<file path="src/hw/rtl/rmsn_pkg.sv">
package rmsn_pkg;

    localparam int STORE_DEPTH     = 64;
    localparam int ADDR_W          = 6;
    localparam int SUM_W           = 37;
    localparam int CNT_W           = 7;
    localparam int DEFAULT_MAX_LEN = 64;
    localparam int EPS_W           = 16;
    localparam logic [EPS_W-1:0] EPS_RESET = 16'd1;
    localparam int OFIFO_DEPTH     = 4;

    // One closed vector handed from the front to the back.
    typedef struct packed {
        logic [SUM_W-1:0] sum;
        logic [CNT_W-1:0] n;
        logic             bank;
    } t_job;

    typedef struct packed {
        logic            en;
        logic [ADDR_W:0] addr;   // bank bit on top
    } t_rd_req;

    typedef struct packed {
        logic [15:0] x;
        logic [15:0] w;
    } t_rd_data;

    typedef struct packed {
        logic [15:0]       y;
        logic [ADDR_W-1:0] idx;
        logic              last;
    } t_res;

endpackage

</file>
<file path="src/hw/rtl/rmsn_queue.sv">
module rmsn_queue
    import rmsn_pkg::*;
(
    input  logic i_clk,
    input  logic i_rst_n,
    input  t_job i_job,
    input  logic i_valid,
    output logic o_ready,
    output t_job o_job,
    output logic o_valid,
    input  logic i_ready
);

    t_job       r_slot [2];
    logic       r_wr_ptr;
    logic       r_rd_ptr;
    logic [1:0] r_count;
    logic       push;
    logic       pop;

    assign o_ready = (r_count != 2'd2);
    assign o_valid = (r_count != 2'd0);
    assign o_job   = r_slot[r_rd_ptr];
    assign push    = i_valid && o_ready;
    assign pop     = o_valid && i_ready;

    always_ff @(posedge i_clk) begin
        if (!i_rst_n) begin
            r_wr_ptr <= 1'b0;
            r_rd_ptr <= 1'b0;
            r_count  <= '0;
        end else begin
            if (push) begin
                r_wr_ptr <= ~r_wr_ptr;
            end
            if (pop) begin
                r_rd_ptr <= ~r_rd_ptr;
            end
            if (push && !pop) begin
                r_count <= r_count + 2'd1;
            end else if (!push && pop) begin
                r_count <= r_count - 2'd1;
            end
        end
    end

    always_ff @(posedge i_clk) begin
        if (push) begin
            r_slot[r_wr_ptr] <= i_job;
        end
    end

endmodule

</file>
<file path="config.mk">
export PLATFORM = sky130hd
export DESIGN_NAME = rmsn_queue
export DESIGN_NICKNAME = d
export VERILOG_FILES = /design/src/hw/rtl/rmsn_pkg.sv /design/src/hw/rtl/rmsn_queue.sv
export SDC_FILE = /design/constraint.sdc
export NUM_CORES = 1
export LEC_CHECK = 0
export BUFFER_PORTS_ARGS = -buffer_cell sky130_fd_sc_hd__buf_4
export CAP_MARGIN = 20
export CORE_MARGIN = 2
export CORE_UTILIZATION = 50
export CTS_CLUSTER_SIZE = 20
export DETAILED_ROUTE_END_ITERATION = 8
export GPL_TIMING_DRIVEN = 1
export PLACE_DENSITY = 0.77
export RECOVER_POWER = 50
export SYNTH_ARGS = -nofsm -noshare
export SYNTH_HDL_FRONTEND = slang
export SYNTH_SLANG_ARGS = --single-unit
</file>
<file path="constraint.sdc">
create_clock -name i_clk -period 2.95 [get_ports i_clk]
set_input_delay 0.59 -clock i_clk [delete_from_list [all_inputs] [get_ports i_clk]]
set_output_delay 0.59 -clock i_clk [all_outputs]
set_load 0.01 [all_outputs]
</file>
==> impl_metrics.py <==
metrics = {
    "worst_setup_path": {
        "r2r_cells": 4,
        "worstReg2RegEnd": "r_slot[0][8]",
        "reg2reg_from": "r_count[0]",
        "slowest_delay_ps": 650,
        "end_kind": "primary output",
        "crit_fanout": 26,
        "path_cells": "buf_12, mux2_2, buf_4",
        "critPathTopFamily": "flip-flops",
        "worstSetupStartpointType": "register",
        "cp_num_buf_inv": 2,
        "r2r_slack_ps": 620,
        "crit_arrival_ps": 1790,
        "critical_path_class": "reg2out",
        "required_ps": 2360,
        "crit_slowest_cell": "dfxtp_2",
    },
    "grt": {
        "grt_pass1_vias": 1874,
        "track_usage": 0.165,
        "grt-ovfl-total": 0,
        "grt_max_degree": 32,
        "grt_pass1_wl_um": 9160,
        "antenna_found_initial": 0,
    },
    "drt": {
        "viasPerCell": 5.03,
        "drt-met1-wl_um": 2590,
        "post-route-drc-count": 0,
        "wl_met3_um": 374,
        "drt-total-wl_um": 6100,
        "routedWlPerCell_um": 17.2,
        "dr_wl_met2_um": 3060,
        "first_pass_iters": 4,
        "drt.antenna.violating_nets": 0,
        "routed.top_layer": "met4",
        "drt_iter0_markers": 58,
        "dr_total_vias": 1781,
    },
    "placement": {
        "dpl.hpwl_um": 4100,
        "portBuffers": 95,
        "gp_congestion": 0.673,
        "dpl-instance-area_um2": 4320,
    },
    "sta": {
        "slew_headroom": 0.171,
        "period_minus_slack_ps": 2380,
        "rsz0062_at_grt": "no",
        "max_freq_mhz": 421,
        "hold_violations": 0,
        "finalSetupTns_ps": 0,
        "slew_viol_final": 0,
        "worst_pin_slew_ps": 1240,
        "skew_ps": 11.4,
        "setup_violations": 0,
        "period_share": 0.806,
    },
    "synthesis": {
        "postSynthCellCount": 164,
        "yosys_warnings": 0,
        "netlist_area_um2": 3490,
        "synth_top_area_share": 0.775,
        "yosys.area.top_type": "edfxtp_1",
        "ys_ff_latch": 95,
        "synth_nets": 214,
        "syn_area_per_cell_um2": 21.3,
        "ys_top_cells_by_area": "edfxtp_1, mux2_2, dfxtp_1, buf_4, and2_1",
        "synth.distinct_cells": 20,
        "ys_seq_area_frac": 0.804,
    },
    "cells_and_area": {
        "drive_above_1_share": 0.555,
        "syn_to_final_growth_pct": 28.1,
        "fin_nets": 319,
        "antenna_cells": 0,
        "stdcell_area_um2": 4470,
    },
    "clock_tree": {
        "cts.htree.levels": 3,
        "clk_pin_slew_worst_paths_ps": 90,
        "cts_setup_buffers": 0,
        "insertion_delay_ps": 350,
        "cts_made_buffers": 9,
        "cts_hold_buf": 0,
        "cts_num_sinks": 95,
        "clock_path_buffers": 2,
        "clock-root-buffer": "clkbuf_8",
        "cts_tree": "built",
        "ctsResizeCount": 0,
    },
    "worst_hold_path": {
        "hold_class": "in2reg",
        "hold_depth": 1,
        "min_from": "i_job[26]",
        "hold_end": "r_slot[0][26]",
    },
    "outcome": {
        "run_status": "complete, no violations",
    },
    "floorplan": {
        "die_area_um2": 7660,
        "die_w_um": 87.5,
        "placementRows": 30,
        "initial_core_util": 0.516,
        "ioPinCount": 96,
        "fp.dieH_um": 87.5,
        "core-area_um2": 6760,
    },
    "pwr": {
        "power.density_nw_per_um2": 805,
        "ir_worst_vdd_uv": 415,
        "p_leak_nw": 1.64,
    },
    "run": {
        "drv_cap": 0,
    },
}
## state kept, by name (all words and copies together), names as in the netlist, named ones only
register  count
r_rd_ptr      1
r_wr_ptr      1
r_slot       90
r_count       2
## cell usage in the layout (no fill, tap or decap), types with 2 or more instances in the layout
cell type,instances
clkinv_2,2
clkbuf_8,9
o21ai_0,2
clkinv_1,2
and2_0,2
dfxtp_1,4
clkbuf_4,36
and2_1,2
buf_12,2
buf_4,52
clkbuf_1,9
a21boi_0,2
edfxtp_1,90
mux2_2,45
xnor2_1,2
## worst max path at each step
stage	from	end	slack, ps	cells after the start
6_report	register	o_job[42]	570	3
5_1_grt	r_count[0]	r_slot[0][8]	430	4
4_1_cts	register	o_job[42]	510	3
3_5_place_dp	register	o_job[42]	920	3
3_3_place_gp	register	o_job[42]	900	3
2_1_floorplan	i_valid	r_slot[1][0]	830	1
## cell families after synthesis
kind of cell,after synthesis,synth area share
xor+xnor,3,0.00754
mux,45,0.145
simple gates,9,0.0187
fa+ha+maj,1,0.00359
compound gates,5,0.0100
buf+inv,6,0.0111
flops,95,0.804
## cell usage after synthesis
library cell / n
or3_1: 1
xnor2_1: 2
buf_2: 1
ha_1: 1
buf_4: 4
edfxtp_1: 90
a21boi_1: 1
mux2_2: 45
o21ai_1: 1
dfxtp_1: 5
and3_1: 1
and2_1: 4
nand3b_1: 1
o21ai_0: 1
inv_1: 1
or2_2: 1
a21bo_2: 1
a21boi_0: 1
nand2b_4: 1
xor2_1: 1
## stage by stage
stage / worst slack (ps) / cells / util / hold WS [ps] / power [W]
after floorplan: 826 / 164 / - / 512 / 0.00236
after global placement: 905 / 338 / 0.640 / 534 / 0.00283
after detailed placement: 918 / 338 / 0.640 / 558 / 0.00285
after CTS: 514 / 354 / 0.668 / 398 / 0.00366
after global routing: 426 / 354 / 0.661 / 418 / 0.00376
final: 572 / 354 / 0.661 / 442 / 0.00360
## worst reg2reg max path, cell delays in order (launching register included)
cell	delay, ps
dfxtp_1	430
nand2b_1	230
nand3b_1	120
inv_1	900
buf_4	370
## routing by layer
| layer | vias up | global-route usage |
|---|---|---|
| met4 | 0 | 0.0587 |
| met5 | - | 0 |
| met3 | 8 | 0.0578 |
| met2 | 57 | 0.277 |
| li1 | 851 | - |
| met1 | 865 | 0.198 |
## report_power, final
part / internal, W / leakage [nW] / total, W / switching, W
Combinational: 0.000560 / 0.666 / 0.00101 / 0.000447
Sequential: 0.00169 / 0.882 / 0.00178 / 0.0000879
Clock: 0.000385 / 0.0941 / 0.000813 / 0.000429
Total: 0.00263 / 1.64 / 0.00360 / 0.000964
## final cells by class
cell class	count	area (um^2)
Inverter	1	3.75
Sequential cell	95	2800
Multi-Input combinational cell	63	638
Clock buffer	9	124
Timing Repair Buffer	99	734
Fill cell	495	2290
Tap cell	80	100
Clock inverter	7	63.8
Power figures use the tool's default switching activity.
