[config.mk]
export PLATFORM = sky130hd
export DESIGN_NAME = rmsn_front
export DESIGN_NICKNAME = d
export VERILOG_FILES = /design/src/hw/rtl/rmsn_pkg.sv /design/src/hw/rtl/rmsn_front.sv
export SDC_FILE = /design/constraint.sdc
export NUM_CORES = 2
export LEC_CHECK = 0
export CAP_MARGIN = 25
export CORE_AREA = 2 2 551 690
export CTS_CLUSTER_SIZE = 40
export DETAILED_ROUTE_END_ITERATION = 10
export DIE_AREA = 0 0 553 692
export DONT_BUFFER_PORTS = 1
export GPL_ROUTABILITY_DRIVEN = 0
export PLACE_DENSITY = 0.73
export SLEW_MARGIN = 15
export SYNTH_ARGS = -nofsm -noshare
export SYNTH_HDL_FRONTEND = slang
export SYNTH_SLANG_ARGS = --single-unit
[constraint.sdc]
create_clock -name i_clk -period 8.4 [get_ports i_clk]
set_clock_uncertainty 0.2 [all_clocks]
set_input_delay 0.42 -clock i_clk [delete_from_list [all_inputs] [get_ports i_clk]]
set_output_delay 0.42 -clock i_clk [all_outputs]
set_load 0.02 [all_outputs]
[src/hw/rtl/rmsn_pkg.sv]
package rmsn_pkg;

    localparam int STORE_DEPTH     = 64;
    localparam int ADDR_W          = 6;
    localparam int SUM_W           = 37;
    localparam int CNT_W           = 7;
    localparam int DEFAULT_MAX_LEN = 64;
    localparam int EPS_W           = 16;
    localparam logic [EPS_W-1:0] EPS_RESET = 16'd1;
    localparam int OFIFO_DEPTH     = 4;

    // One closed vector handed from the front to the back.
    typedef struct packed {
        logic [SUM_W-1:0] sum;
        logic [CNT_W-1:0] n;
        logic             bank;
    } t_job;

    typedef struct packed {
        logic            en;
        logic [ADDR_W:0] addr;   // bank bit on top
    } t_rd_req;

    typedef struct packed {
        logic [15:0] x;
        logic [15:0] w;
    } t_rd_data;

    typedef struct packed {
        logic [15:0]       y;
        logic [ADDR_W-1:0] idx;
        logic              last;
    } t_res;

endpackage

[src/hw/rtl/rmsn_front.sv]
module rmsn_front
    import rmsn_pkg::*;
#(
    parameter int MAX_LEN = DEFAULT_MAX_LEN
) (
    input  logic        i_clk,
    input  logic        i_rst_n,
    input  logic        i_valid,
    output logic        o_ready,
    input  logic [15:0] i_x,
    input  logic [15:0] i_w,
    input  logic        i_last,
    output t_job        o_job,
    output logic        o_job_valid,
    input  logic        i_job_ready,
    input  logic        i_done,
    input  t_rd_req     i_rd_req,
    output t_rd_data    o_rd_data
);

    logic [15:0]      r_x_store [2*STORE_DEPTH];
    logic [15:0]      r_w_store [2*STORE_DEPTH];
    logic [SUM_W-1:0] r_sum;
    logic [CNT_W-1:0] r_cnt;
    logic             r_bank;
    logic [1:0]       r_pending;
    logic [1:0]       n_pending;
    logic [15:0]      r_rd_x;
    logic [15:0]      r_rd_w;

    logic signed [31:0] sq;
    logic [SUM_W-1:0]   sum_nx;
    logic [CNT_W-1:0]   cnt_nx;
    logic               acc;
    logic               close;

    // Each bank holds one vector; at most two vectors may be open between
    // loading and the end of their read-out.
    assign o_ready = (r_pending != 2'd2) && i_job_ready;
    assign acc     = i_valid && o_ready;
    assign sq      = $signed(i_x) * $signed(i_x);
    assign sum_nx  = r_sum + SUM_W'(sq[30:0]);
    assign cnt_nx  = r_cnt + CNT_W'(1);
    assign close   = acc && (i_last || (cnt_nx == CNT_W'(MAX_LEN)));

    assign o_job_valid = close;
    assign o_job.sum   = sum_nx;
    assign o_job.n     = cnt_nx;
    assign o_job.bank  = r_bank;

    always_comb begin
        n_pending = r_pending;
        if (close && !i_done) begin
            n_pending = r_pending + 2'd1;
        end else if (!close && i_done) begin
            n_pending = r_pending - 2'd1;
        end
    end

    always_ff @(posedge i_clk) begin
        if (!i_rst_n) begin
            r_sum     <= '0;
            r_cnt     <= '0;
            r_bank    <= 1'b0;
            r_pending <= '0;
        end else begin
            r_pending <= n_pending;
            if (close) begin
                r_sum  <= '0;
                r_cnt  <= '0;
                r_bank <= ~r_bank;
            end else if (acc) begin
                r_sum <= sum_nx;
                r_cnt <= cnt_nx;
            end
        end
    end

    always_ff @(posedge i_clk) begin
        if (acc) begin
            r_x_store[{r_bank, r_cnt[ADDR_W-1:0]}] <= i_x;
            r_w_store[{r_bank, r_cnt[ADDR_W-1:0]}] <= i_w;
        end
        if (i_rd_req.en) begin
            r_rd_x <= r_x_store[i_rd_req.addr];
            r_rd_w <= r_w_store[i_rd_req.addr];
        end
    end

    assign o_rd_data.x = r_rd_x;
    assign o_rd_data.w = r_rd_w;

endmodule

==> flow_metrics.env <==
export IMPL_timing_final_crit_share_pct=98.2
export IMPL_synth_edf_count=4128
export IMPL_initial_core_util_pct=44.9
export IMPL_crit_required_ns=7.78
export IMPL_cts_max_path_buffers=4
export IMPL_post_route_cells_drive_above_1_share_pct=30.1
export IMPL_post_dp_hpwl_mm=207
export IMPL_setup_violations=0
export IMPL_yosys_area_share_adder_pct=3.62
export IMPL_coreArea_um2=376000
export IMPL_grt_max_degree=257
export IMPL_area_growth_pct=13.3
export IMPL_timing_hold_worst_class="input pin to flip-flop"
export IMPL_synthesized_nets=7808
export IMPL_clock_latency_of_the_later_clocked_register_in_the_worst_skew_pair_ns=0.96
export IMPL_number_of_global_route_vias_before_repair=82747
export IMPL_setup_reg_to_reg_worst_slack_ns=3.57
export IMPL_cts_buffers_inserted=383
export IMPL_data_arrival_time_of_the_critical_path_ns=7.63
export IMPL_min_delay_worst_endpoint="r_rd_w[15]$_DFFE_PP_"
export IMPL_timing_critical_path_from_type="input pin"
export IMPL_slew_violations=263
export IMPL_drtPass1Iterations=5
export IMPL_final_design_area_no_fill_um2=191000
export IMPL_p_switching_uw=19900
export IMPL_antenna_found_initial=27
export IMPL_total_wire_length_mm=425
export IMPL_cp_class="input pin to primary output"
export IMPL_synthMuxAreaShare_pct=18.2
export IMPL_worstReg2RegStart="r_cnt[1]$_SDFFE_PP0P_"
export IMPL_cpPeakStageDelay_ns=0.53
export IMPL_clockPowerShare_pct=28.2
export IMPL_setup_tns_ns=0
export IMPL_power_frac_seq_pct=37.0
export IMPL_h_tree_lvl_count=5
export IMPL_failing_checks="slew limit"
export IMPL_synth_warning_count=0
export IMPL_chipHeight_um=692
export IMPL_slew_limit_headroom_pct=-71.7
export IMPL_route_detailed_drc=0
export IMPL_dr_total_vias=79905
export IMPL_hold_depth=2
export IMPL_ys_types=58
export IMPL_synth_xor_xnor_area_share_pct=0.493
export IMPL_p_sw_share_pct=32.0
export IMPL_ff2ff_path_depth=10
export IMPL_synth_top_family_by_area="multiplexers"
export IMPL_hold_path_startpoint="i_rd_req[6]"
export IMPL_tritoncts="yes"
export IMPL_ys_ff_latch=4175
export IMPL_cts_root_buf="sky130_fd_sc_hd__clkbuf_16"
export IMPL_final_core_utilization_pct=50.9
export IMPL_report_final_hold_viol_count=0
export IMPL_cts_sink_count=4175
export IMPL_die_area_um2=383000
export IMPL_ant_nets=0
export IMPL_grt_overflow_total=0
export IMPL_die_w_um=553
export IMPL_final_net_count=8180
export IMPL_placed_cell_area_um2=177000
export IMPL_grt_util_all_layers_pct=21.9
export IMPL_p_int_uw=42300
export IMPL_ys_flop_type="sky130_fd_sc_hd__edfxtp_1"
export IMPL_maxCapViolCount=0
export IMPL_mostFrequentLayoutCells="sky130_fd_sc_hd__edfxtp_1 (4128), sky130_fd_sc_hd__mux4_2 (1344), sky130_fd_sc_hd__clkbuf_16 (388)"
export IMPL_row_count=252
export IMPL_avgViaCountPerCell=6.12
export IMPL_highest_ir_drop_seen_on_vdd_uv=3550
export IMPL_power_density_nw_per_um2=325
export IMPL_clock_fmax_ghz=0.121
export IMPL_critical_path_reg2reg_endpoint="r_sum[18]$_SDFFE_PP0P_"
export IMPL_period_minus_slack_ns=8.25
export IMPL_endpoint_kind="primary output"
export IMPL_clk_pin_slew_ns=0.05
export IMPL_max_slew_worst_pin_slew_ns=2.58
export IMPL_critical_path_slowest_cell="sky130_fd_sc_hd__fa_1"
export IMPL_syn_inst=7409
export IMPL_synthesized_area_divided_by_synthesized_cell_count_um2=22.8
export IMPL_status="finished, violations left"
export IMPL_synthesized_area_fraction_occupied_by_ao_oa_aoi_and_oai_cells_pct=0.762
export IMPL_worst_hold_margin_ns=0.0851
export IMPL_post_synth_and_or_nand_nor_area_fraction_pct=1.34
export IMPL_critPathMaxFanout=14
export IMPL_wire_per_inst_um=32.5
export IMPL_power_leakage_uw=0.0607
export IMPL_num_io_pins=125
export IMPL_combPwrFrac_pct=34.8
export IMPL_synth_cell_area_um2=169000
export IMPL_part_of_the_yosys_area_used_for_sequential_elements_pct=74.0
export IMPL_filler_cell_count=28290
export IMPL_layout_cells_most_common="sky130_fd_sc_hd__edfxtp_1"
export IMPL_grt_setup_unrepaired="yes"
export IMPL_synth_async_sr_flop_share_pct=0
export IMPL_placement_io_buffers=0
export IMPL_grt_first_pass_wirelength_mm=602
export IMPL_detail_route_iter0_violations=10463
==> worst max-delay path by stage <==
stage | start | endpoint | cells after the start
floorplan | i_x[15] | o_job[40] | 34
global placement | i_x[2] | o_job[43] | 30
detailed placement | i_x[1] | o_job[43] | 29
CTS | i_x[3] | o_job[43] | 27
global route | i_x[8] | o_job[40] | 33
finish | i_x[8] | o_job[43] | 34
==> cells in the mapped netlist, types with 11 or more instances <==
cell type | count | area [um^2]
sky130_fd_sc_hd__edfxtp_1 | 4128 | 124000
sky130_fd_sc_hd__mux2_2 | 33 | 372
sky130_fd_sc_hd__o21ai_0 | 30 | 150
sky130_fd_sc_hd__inv_1 | 328 | 1230
sky130_fd_sc_hd__a21o_1 | 27 | 203
sky130_fd_sc_hd__buf_2 | 80 | 400
sky130_fd_sc_hd__xor2_1 | 30 | 263
sky130_fd_sc_hd__nor2_1 | 205 | 769
sky130_fd_sc_hd__dfxtp_1 | 47 | 941
sky130_fd_sc_hd__clkbuf_1 | 211 | 792
sky130_fd_sc_hd__nand3_1 | 27 | 135
sky130_fd_sc_hd__nand2_1 | 179 | 672
sky130_fd_sc_hd__xnor2_1 | 65 | 569
sky130_fd_sc_hd__o21bai_1 | 11 | 82.6
sky130_fd_sc_hd__buf_1 | 55 | 206
sky130_fd_sc_hd__ha_1 | 127 | 1590
sky130_fd_sc_hd__and2_1 | 38 | 238
sky130_fd_sc_hd__mux4_2 | 1344 | 30300
sky130_fd_sc_hd__fa_1 | 226 | 4520
sky130_fd_sc_hd__a21oi_1 | 78 | 390
==> registers in the layout, summed over array words and instances (netlist names) <==
register and flops:
r_x_store 2048, r_sum 37, r_rd_x 16, r_rd_w 16
r_cnt 7, r_w_store 2048, r_bank 1, r_pending 2
==> area by class of cell <==
| type | instances | area, um^2 | area share, % |
|---|---|---|---|
| inverter | 329 | 1240 | 0.648 |
| clock inverter | 238 | 2520 | 1.32 |
| tap | 4953 | 6200 | 3.24 |
| sequential | 4175 | 125000 | 65.3 |
| timing repair buffer | 344 | 3820 | 2.00 |
| clock buffer | 465 | 10000 | 5.23 |
| multi-input combinational | 2548 | 42500 | 22.2 |
| antenna | 12 | 30.0 | 0.0157 |
==> power groups by stage <==
stage / Clock, uW / Combinational, uW / Sequential (uW)
floorplan: 0 / 12600 / 23500
global route: 18400 / 23400 / 23000
CTS: 17700 / 19700 / 23000
detailed placement: 0 / 18600 / 23500
global placement: 0 / 18300 / 23500
finish: 17500 / 21600 / 23000
==> through the flow <==
step,power (uW),worst slack (ns),std cells
2_1_floorplan,36100,-0.0310,7409
3_3_place_gp,41700,-0.0825,12247
3_5_place_dp,42100,-0.159,12251
4_1_cts,60400,0.0956,13034
5_1_grt,64800,-0.0979,13056
6_report,62200,0.151,13064
==> critical path: cells and delay by family <==
| family | cells | cell delay [ns] |
|---|---|---|
| AO/OA/AOI/OAI | 9 | 1.85 |
| buffers and inverters | 13 | 1.41 |
| AND/OR/NAND/NOR | 2 | 0.09 |
| XOR/XNOR | 2 | 0.31 |
| adder cells (fa/ha/maj) | 8 | 3.55 |
==> repair_timing <==
item	CTS	global route
pin swaps	8	45
hold buffers	79	0
cloned	0	0
setup endpoints to repair	7	13
buffers inserted	1	12
gates resized for setup	18	83
endpoints found under the hold margin	4198	0
==> layer usage <==
layer | share of wire, % | up-vias | routed length, um | GRT usage [%]
met5 | 0.0096 | - | 41 | 0
met4 | 4.1 | 6 | 17300 | 8.30
met3 | 9.7 | 759 | 41300 | 4.27
met2 | 51 | 4788 | 215000 | 37.1
met1 | 36 | 42853 | 152000 | 28.0
li1 | - | 31499 | - | -
==> cells by family (layout without fill, tap and decap cells) <==
family	count (synthesis)	after routing
buffers and inverters	686	1376
AO/OA/AOI/OAI	203	203
adder cells (fa/ha/maj)	353	353
multiplexers	1377	1377
other	0	12
XOR/XNOR	95	95
AND/OR/NAND/NOR	520	520
flip-flops	4175	4175
Note: power is estimated with default switching activity, not from simulation.
