File: src/hw/rtl/rmsn_pkg.sv
package rmsn_pkg;

    localparam int STORE_DEPTH     = 64;
    localparam int ADDR_W          = 6;
    localparam int SUM_W           = 37;
    localparam int CNT_W           = 7;
    localparam int DEFAULT_MAX_LEN = 64;
    localparam int EPS_W           = 16;
    localparam logic [EPS_W-1:0] EPS_RESET = 16'd1;
    localparam int OFIFO_DEPTH     = 4;

    // One closed vector handed from the front to the back.
    typedef struct packed {
        logic [SUM_W-1:0] sum;
        logic [CNT_W-1:0] n;
        logic             bank;
    } t_job;

    typedef struct packed {
        logic            en;
        logic [ADDR_W:0] addr;   // bank bit on top
    } t_rd_req;

    typedef struct packed {
        logic [15:0] x;
        logic [15:0] w;
    } t_rd_data;

    typedef struct packed {
        logic [15:0]       y;
        logic [ADDR_W-1:0] idx;
        logic              last;
    } t_res;

endpackage

File: src/hw/rtl/rmsn_back.sv
module rmsn_back
    import rmsn_pkg::*;
(
    input  logic             i_clk,
    input  logic             i_rst_n,
    input  logic [EPS_W-1:0] i_epsilon,
    input  t_job             i_job,
    input  logic             i_job_valid,
    output logic             o_job_ready,
    output t_rd_req          o_rd_req,
    input  t_rd_data         i_rd_data,
    output logic             o_done,
    output t_res             o_res,
    output logic             o_valid,
    input  logic             i_ready
);

    localparam logic [2:0] ST_IDLE = 3'd0;
    localparam logic [2:0] ST_DIV1 = 3'd1;
    localparam logic [2:0] ST_DIV2 = 3'd2;
    localparam logic [2:0] ST_SQRT = 3'd3;
    localparam logic [2:0] ST_EMIT = 3'd4;

    localparam int QUO_W = 49;
    localparam int RT_W  = 25;

    logic [2:0]        r_state;
    logic [5:0]        r_cnt;
    logic [QUO_W-1:0]  r_quo;
    logic [SUM_W-1:0]  r_dvs;
    logic [SUM_W-1:0]  r_rem;
    logic [49:0]       r_sqv;
    logic [25:0]       r_srem;
    logic [RT_W-1:0]   r_root;
    logic [RT_W-1:0]   r_scale;
    logic [CNT_W-1:0]  r_n;
    logic              r_bank;
    logic [ADDR_W-1:0] r_j;

    // Restoring divider step, one quotient bit per cycle.
    logic [SUM_W:0]   rem_sh;
    logic             div_ge;
    logic [SUM_W:0]   rem_sub;
    logic [SUM_W-1:0] div_rem;
    logic [QUO_W-1:0] div_quo;
    logic [SUM_W:0]   m_sum;
    logic [SUM_W-1:0] m_val;

    assign rem_sh  = {r_rem, r_quo[QUO_W-1]};
    assign div_ge  = rem_sh >= {1'b0, r_dvs};
    assign rem_sub = rem_sh - {1'b0, r_dvs};
    assign div_rem = div_ge ? rem_sub[SUM_W-1:0] : rem_sh[SUM_W-1:0];
    assign div_quo = {r_quo[QUO_W-2:0], div_ge};
    assign m_sum   = {1'b0, div_quo[SUM_W-1:0]} + (SUM_W+1)'(i_epsilon);
    assign m_val   = (m_sum[SUM_W-1:0] == '0) ? SUM_W'(1) : m_sum[SUM_W-1:0];

    // Square root step, two radicand bits and one root bit per cycle.
    logic [27:0]     srem_sh;
    logic [27:0]     trial;
    logic            sq_ge;
    logic [27:0]     srem_sub;
    logic [25:0]     sq_rem;
    logic [RT_W-1:0] root_nx;

    assign srem_sh  = {r_srem, r_sqv[49:48]};
    assign trial    = {1'b0, r_root, 2'b01};
    assign sq_ge    = srem_sh >= trial;
    assign srem_sub = srem_sh - trial;
    assign sq_rem   = sq_ge ? srem_sub[25:0] : srem_sh[25:0];
    assign root_nx  = {r_root[RT_W-2:0], sq_ge};

    // Read-out pipeline: memory read, scale multiply, weight multiply, clamp.
    logic              r_va;
    logic [ADDR_W-1:0] r_idx_a;
    logic              r_last_a;
    logic              r_vb;
    logic [40:0]       r_p1_b;
    logic [15:0]       r_w_b;
    logic [ADDR_W-1:0] r_idx_b;
    logic              r_last_b;
    logic              r_vc;
    logic [40:0]       r_p2_c;
    logic [ADDR_W-1:0] r_idx_c;
    logic              r_last_c;

    logic signed [41:0] p1_full;
    logic signed [40:0] p2_full;
    logic signed [26:0] y_wide;
    logic [15:0]        y_sat;

    assign p1_full = $signed({1'b0, r_scale}) * $signed(i_rd_data.x);
    assign p2_full = $signed(r_p1_b[40:16]) * $signed(r_w_b);
    assign y_wide  = $signed(r_p2_c[40:14]);

    always_comb begin
        if (y_wide > 27'sd32767) begin
            y_sat = 16'h7FFF;
        end else if (y_wide < -27'sd32768) begin
            y_sat = 16'h8000;
        end else begin
            y_sat = y_wide[15:0];
        end
    end

    // Result queue; an element is only read when a place for it is sure.
    t_res       r_of_mem [OFIFO_DEPTH];
    logic [1:0] r_of_wr;
    logic [1:0] r_of_rd;
    logic [2:0] r_ocnt;
    logic [2:0] inflight;
    logic       credit_ok;
    logic       issue;
    logic       last_j;
    logic       push;
    logic       pop;
    t_res       res_in;

    assign inflight  = 3'(r_va) + 3'(r_vb) + 3'(r_vc);
    assign credit_ok = (r_ocnt + inflight) < 3'(OFIFO_DEPTH);
    assign issue     = (r_state == ST_EMIT) && credit_ok;
    assign last_j    = ({1'b0, r_j} + CNT_W'(1)) == r_n;
    assign push      = r_vc;
    assign pop       = o_valid && i_ready;

    assign res_in.y    = y_sat;
    assign res_in.idx  = r_idx_c;
    assign res_in.last = r_last_c;

    assign o_rd_req.en   = issue;
    assign o_rd_req.addr = {r_bank, r_j};
    assign o_done        = issue && last_j;
    assign o_job_ready   = (r_state == ST_IDLE);
    assign o_valid       = (r_ocnt != 3'd0);
    assign o_res         = r_of_mem[r_of_rd];

    always_ff @(posedge i_clk) begin
        if (!i_rst_n) begin
            r_state <= ST_IDLE;
            r_va    <= 1'b0;
            r_vb    <= 1'b0;
            r_vc    <= 1'b0;
            r_of_wr <= '0;
            r_of_rd <= '0;
            r_ocnt  <= '0;
        end else begin
            r_va <= issue;
            r_vb <= r_va;
            r_vc <= r_vb;
            if (push) begin
                r_of_wr <= r_of_wr + 2'd1;
            end
            if (pop) begin
                r_of_rd <= r_of_rd + 2'd1;
            end
            if (push && !pop) begin
                r_ocnt <= r_ocnt + 3'd1;
            end else if (!push && pop) begin
                r_ocnt <= r_ocnt - 3'd1;
            end
            case (r_state)
                ST_IDLE: begin
                    if (i_job_valid) begin
                        r_state <= ST_DIV1;
                    end
                end
                ST_DIV1: begin
                    if (r_cnt == 6'd0) begin
                        r_state <= ST_DIV2;
                    end
                end
                ST_DIV2: begin
                    if (r_cnt == 6'd0) begin
                        r_state <= ST_SQRT;
                    end
                end
                ST_SQRT: begin
                    if (r_cnt == 6'd0) begin
                        r_state <= ST_EMIT;
                    end
                end
                ST_EMIT: begin
                    if (issue && last_j) begin
                        r_state <= ST_IDLE;
                    end
                end
                default: begin
                    r_state <= ST_IDLE;
                end
            endcase
        end
    end

    always_ff @(posedge i_clk) begin
        case (r_state)
            ST_IDLE: begin
                r_quo  <= QUO_W'(i_job.sum);
                r_dvs  <= SUM_W'(i_job.n);
                r_rem  <= '0;
                r_cnt  <= 6'(QUO_W - 1);
                r_n    <= i_job.n;
                r_bank <= i_job.bank;
            end
            ST_DIV1: begin
                if (r_cnt == 6'd0) begin
                    // Mean square plus epsilon becomes the divisor of 2^48.
                    r_quo <= {1'b1, {(QUO_W-1){1'b0}}};
                    r_dvs <= m_val;
                    r_rem <= '0;
                    r_cnt <= 6'(QUO_W - 1);
                end else begin
                    r_quo <= div_quo;
                    r_rem <= div_rem;
                    r_cnt <= r_cnt - 6'd1;
                end
            end
            ST_DIV2: begin
                if (r_cnt == 6'd0) begin
                    r_sqv  <= {1'b0, div_quo};
                    r_srem <= '0;
                    r_root <= '0;
                    r_cnt  <= 6'(RT_W - 1);
                end else begin
                    r_quo <= div_quo;
                    r_rem <= div_rem;
                    r_cnt <= r_cnt - 6'd1;
                end
            end
            ST_SQRT: begin
                r_sqv  <= {r_sqv[47:0], 2'b00};
                r_srem <= sq_rem;
                r_root <= root_nx;
                r_cnt  <= r_cnt - 6'd1;
                if (r_cnt == 6'd0) begin
                    r_scale <= root_nx;
                    r_j     <= '0;
                end
            end
            ST_EMIT: begin
                if (issue) begin
                    r_j <= r_j + ADDR_W'(1);
                end
            end
            default: begin
                r_cnt <= '0;
            end
        endcase

        r_idx_a  <= r_j;
        r_last_a <= last_j;
        r_p1_b   <= p1_full[40:0];
        r_w_b    <= i_rd_data.w;
        r_idx_b  <= r_idx_a;
        r_last_b <= r_last_a;
        r_p2_c   <= p2_full;
        r_idx_c  <= r_idx_b;
        r_last_c <= r_last_b;
        if (push) begin
            r_of_mem[r_of_wr] <= res_in;
        end
    end

endmodule

File: config.mk
export PLATFORM = sky130hd
export DESIGN_NAME = rmsn_back
export DESIGN_NICKNAME = d
export VERILOG_FILES = /design/src/hw/rtl/rmsn_pkg.sv /design/src/hw/rtl/rmsn_back.sv
export SDC_FILE = /design/constraint.sdc
export NUM_CORES = 2
export LEC_CHECK = 0
export ABC_AREA = 1
export BUFFER_PORTS_ARGS = -buffer_cell sky130_fd_sc_hd__buf_4
export CORE_ASPECT_RATIO = 0.75
export CORE_MARGIN = 1.5
export CORE_UTILIZATION = 40
export CTS_BUF_LIST = sky130_fd_sc_hd__clkbuf_8
export CTS_CLUSTER_DIAMETER = 60
export CTS_CLUSTER_SIZE = 8
export DETAILED_ROUTE_END_ITERATION = 7
export GPL_ROUTABILITY_DRIVEN = 0
export PLACE_DENSITY = 0.57
export SKIP_CTS_REPAIR_TIMING = 1
export SYNTH_ARGS = -nofsm -noshare
export SYNTH_HDL_FRONTEND = slang
export SYNTH_SLANG_ARGS = --single-unit
File: constraint.sdc
create_clock -name i_clk -period 9.5 [get_ports i_clk]
set_input_delay 0.95 -clock i_clk [delete_from_list [all_inputs] [get_ports i_clk]]
set_output_delay 0.95 -clock i_clk [all_outputs]
set_load 0.03 [all_outputs]
==> impl_metrics.toml <==
[floorplanning]
dieArea_um2 = 131000
start_util_pct = 40.5
dieWidth_um = 417
num_rows = 113
die_h_um = 313
fp.coreArea_um2 = 127000
ioPinCount = 131

[synthesis]
synth.distinct_cells = 65
synth_seq_area_share_pct = 25.2
synth_edf_count = 361
yosys_register_bits = 465
ys.flop_type = "edfxtp_1"
async_reset_ff_share_pct = 0
syn_area_um2 = 51400
synthCells = 6162
ys_warn_count = 0
mappedNetlistNets = 7287
avgSynthCellArea_um2 = 8.34

[run]
drv_cap = 0

[route]
ant_nets = 0
vias = 38773
wl_per_cell_um = 17.4
dr.pass1.iters = 6
drt_iter0_markers = 3043
post_drt_via_cell_ratio = 4.92
wl_mm = 137
drc_errors = 0

[cts]
cts_root_buf = "clkbuf_8"
path_clk_slew_ns = 0.06
htree_levels = 3
numCtsBuffers = 75
clockBufferDepth = 3
clock_sinks = 465
insertion_delay_ns = 0.77
cts_tree = "yes"

[sta]
period_share_pct = 70.3
rsz0062_at_grt = "false"
holdWs_ns = 0.278
worstMarginPinSlew_ns = 1.05
fin_setup_tns_ns = 0
finalHoldViolCount = 0
maxSlewHeadroom_pct = 30.2
final_max_slew_viol_count = 0
fmax_mhz = 150
skew_ns = 0.0469
finalSetupViolCount = 0
period_minus_slack_ns = 6.68

[critical_path]
r2r-end = "r_p2_c[40]$_DFF_P_"
reg2regPathDepth = 19
cp_max_fo = 16
arrival_ns = 7.34
cp-end-kind = "flop"
reg2reg_slack_ns = 2.82
start_kind = "flop"
worstSetupPathType = "reg2reg"
r2r-start = "r_p1_b[40]$_DFF_P_"
cp.required_ns = 10.17

[placed_design]
dp_hpwl_mm = 108
io_buffers = 130

[global_routing]
antenna_found_initial = 6
grt_pass1_vias = 39385
grt_first_pass_wirelength_mm = 221
grt-ovfl-total = 0
grt_usage_pct = 21.5
grt_max_degree = 92

[layout]
layout_common_cells = "inv_1 (1572), nand2_1 (1386), fa_1 (710)"
final_common_cell = "inv_1"
nNetsFinal = 7290
syn_to_final_growth_pct = 7.38
drive_above_1_share_pct = 5.94

[hold_path]
min_to = "r_w_b[15]$_DFF_P_"
hold_path_depth = 1
hold_path_class = "in2reg"
min_from = "i_rd_data[15]"

[run_status]
status = "finished clean"
area by class of cell:
cell class	count	area, um^2
Fill cell	12675	71800
Sequential cell	465	12900
Timing Repair Buffer	165	1240
Clock buffer	76	1050
Multi-Input combinational cell	3896	31600
Tap cell	1667	2090
Inverter	1562	5860
Clock inverter	43	359
Antenna cell	1	2.50
synthesized netlist by cell type (18+ instances only):
master / n / area [um^2]
clkbuf_1: 210 / 788
nor3_1: 26 / 130
o21ai_1: 18 / 90.1
o21ai_0: 239 / 1200
inv_1: 1550 / 5820
dfxtp_1: 104 / 2080
nand2_2: 24 / 150
a22o_1: 18 / 158
a21oi_1: 246 / 1230
nand3_1: 82 / 410
edfxtp_1: 361 / 10800
xnor2_1: 64 / 561
nand4_1: 41 / 257
nor2_1: 406 / 1520
ha_1: 318 / 3980
nand2_1: 1387 / 5210
fa_1: 710 / 14200
o22ai_1: 24 / 150
a31oi_1: 34 / 213
xor2_1: 74 / 648
worst max-delay path by stage:
stage,startpoint,end,slack (ns),cells after the start
after floorplan,i_rd_data[18],r_p1_b[27]$_DFF_P_,3.37,22
after global placement,i_rd_data[31],r_p1_b[27]$_DFF_P_,2.60,21
after detailed placement,i_rd_data[31],r_p1_b[30]$_DFF_P_,2.60,22
after CTS,r_p1_b[40]$_DFF_P_,r_p2_c[40]$_DFF_P_,2.76,19
after global routing,r_p1_b[40]$_DFF_P_,r_p2_c[40]$_DFF_P_,2.45,19
final,r_p1_b[40]$_DFF_P_,r_p2_c[40]$_DFF_P_,2.82,19
kinds of logic after synthesis:
| family | Yosys count | share of synthesized area [%] |
|---|---|---|
| flops | 465 | 25.2 |
| simple gates | 2042 | 16.1 |
| xor+xnor | 138 | 2.35 |
| fa+ha+maj | 1028 | 35.4 |
| compound gates | 688 | 7.68 |
| buf+inv | 1801 | 13.3 |
per-stage QoR:
| step | instance area, um^2 | setup WS (ns) | instances | utilization [%] |
|---|---|---|---|---|
| 6_report | 55200 | 2.82 | 7875 | 43.4 |
| 4_1_cts | 55200 | 2.76 | 7874 | 43.4 |
| 2_1_floorplan | 51400 | 3.37 | 6162 | - |
| 5_1_grt | 55200 | 2.45 | 7875 | 43.4 |
| 3_5_place_dp | 53800 | 2.60 | 7755 | 42.3 |
| 3_3_place_gp | 53800 | 2.60 | 7755 | 42.3 |
sequential cells by signal (all words and copies together) (netlist names), 2 cells and up, named ones only:
name,cells
r_of_mem,92
r_sqv,50
r_quo,49
r_dvs,37
r_rem,37
r_p2_c,27
r_srem,26
r_p1_b,25
r_root,25
r_scale,25
r_w_b,16
r_n,7
r_cnt,6
r_idx_a,6
r_idx_b,6
r_idx_c,6
r_j,6
r_ocnt,3
r_state,3
r_of_rd,2
r_of_wr,2
worst max-delay path: stages, from the launching register on:
cell and delay, ns:
dfxtp_1 0.79, nand2_1 0.21, inv_1 0.19, fa_1 0.50, fa_1 0.87, fa_1 0.59
fa_1 0.54, fa_1 0.54, inv_1 0.06, fa_1 0.55, inv_1 0.04, ha_1 0.32
inv_1 0.08, nor3_1 0.32, nand2_1 0.16, nor3_1 0.25, nand4_1 0.11, o21bai_1 0.19
o2111ai_1 0.11, xor2_1 0.15
routing by layer:
layer / global-route usage, % / routed length (um) / up-vias
li1: - / - / 18576
met1: 31.6 / 65300 / 18934
met2: 33.0 / 59200 / 1124
met3: 3.75 / 9400 / 139
met4: 5.23 / 2870 / 0
met5: 0 / 0 / -
Power is left out: the tool's default activity adds up to more than one toggle a clock period on the data nets, which glitch-free logic cannot reach.
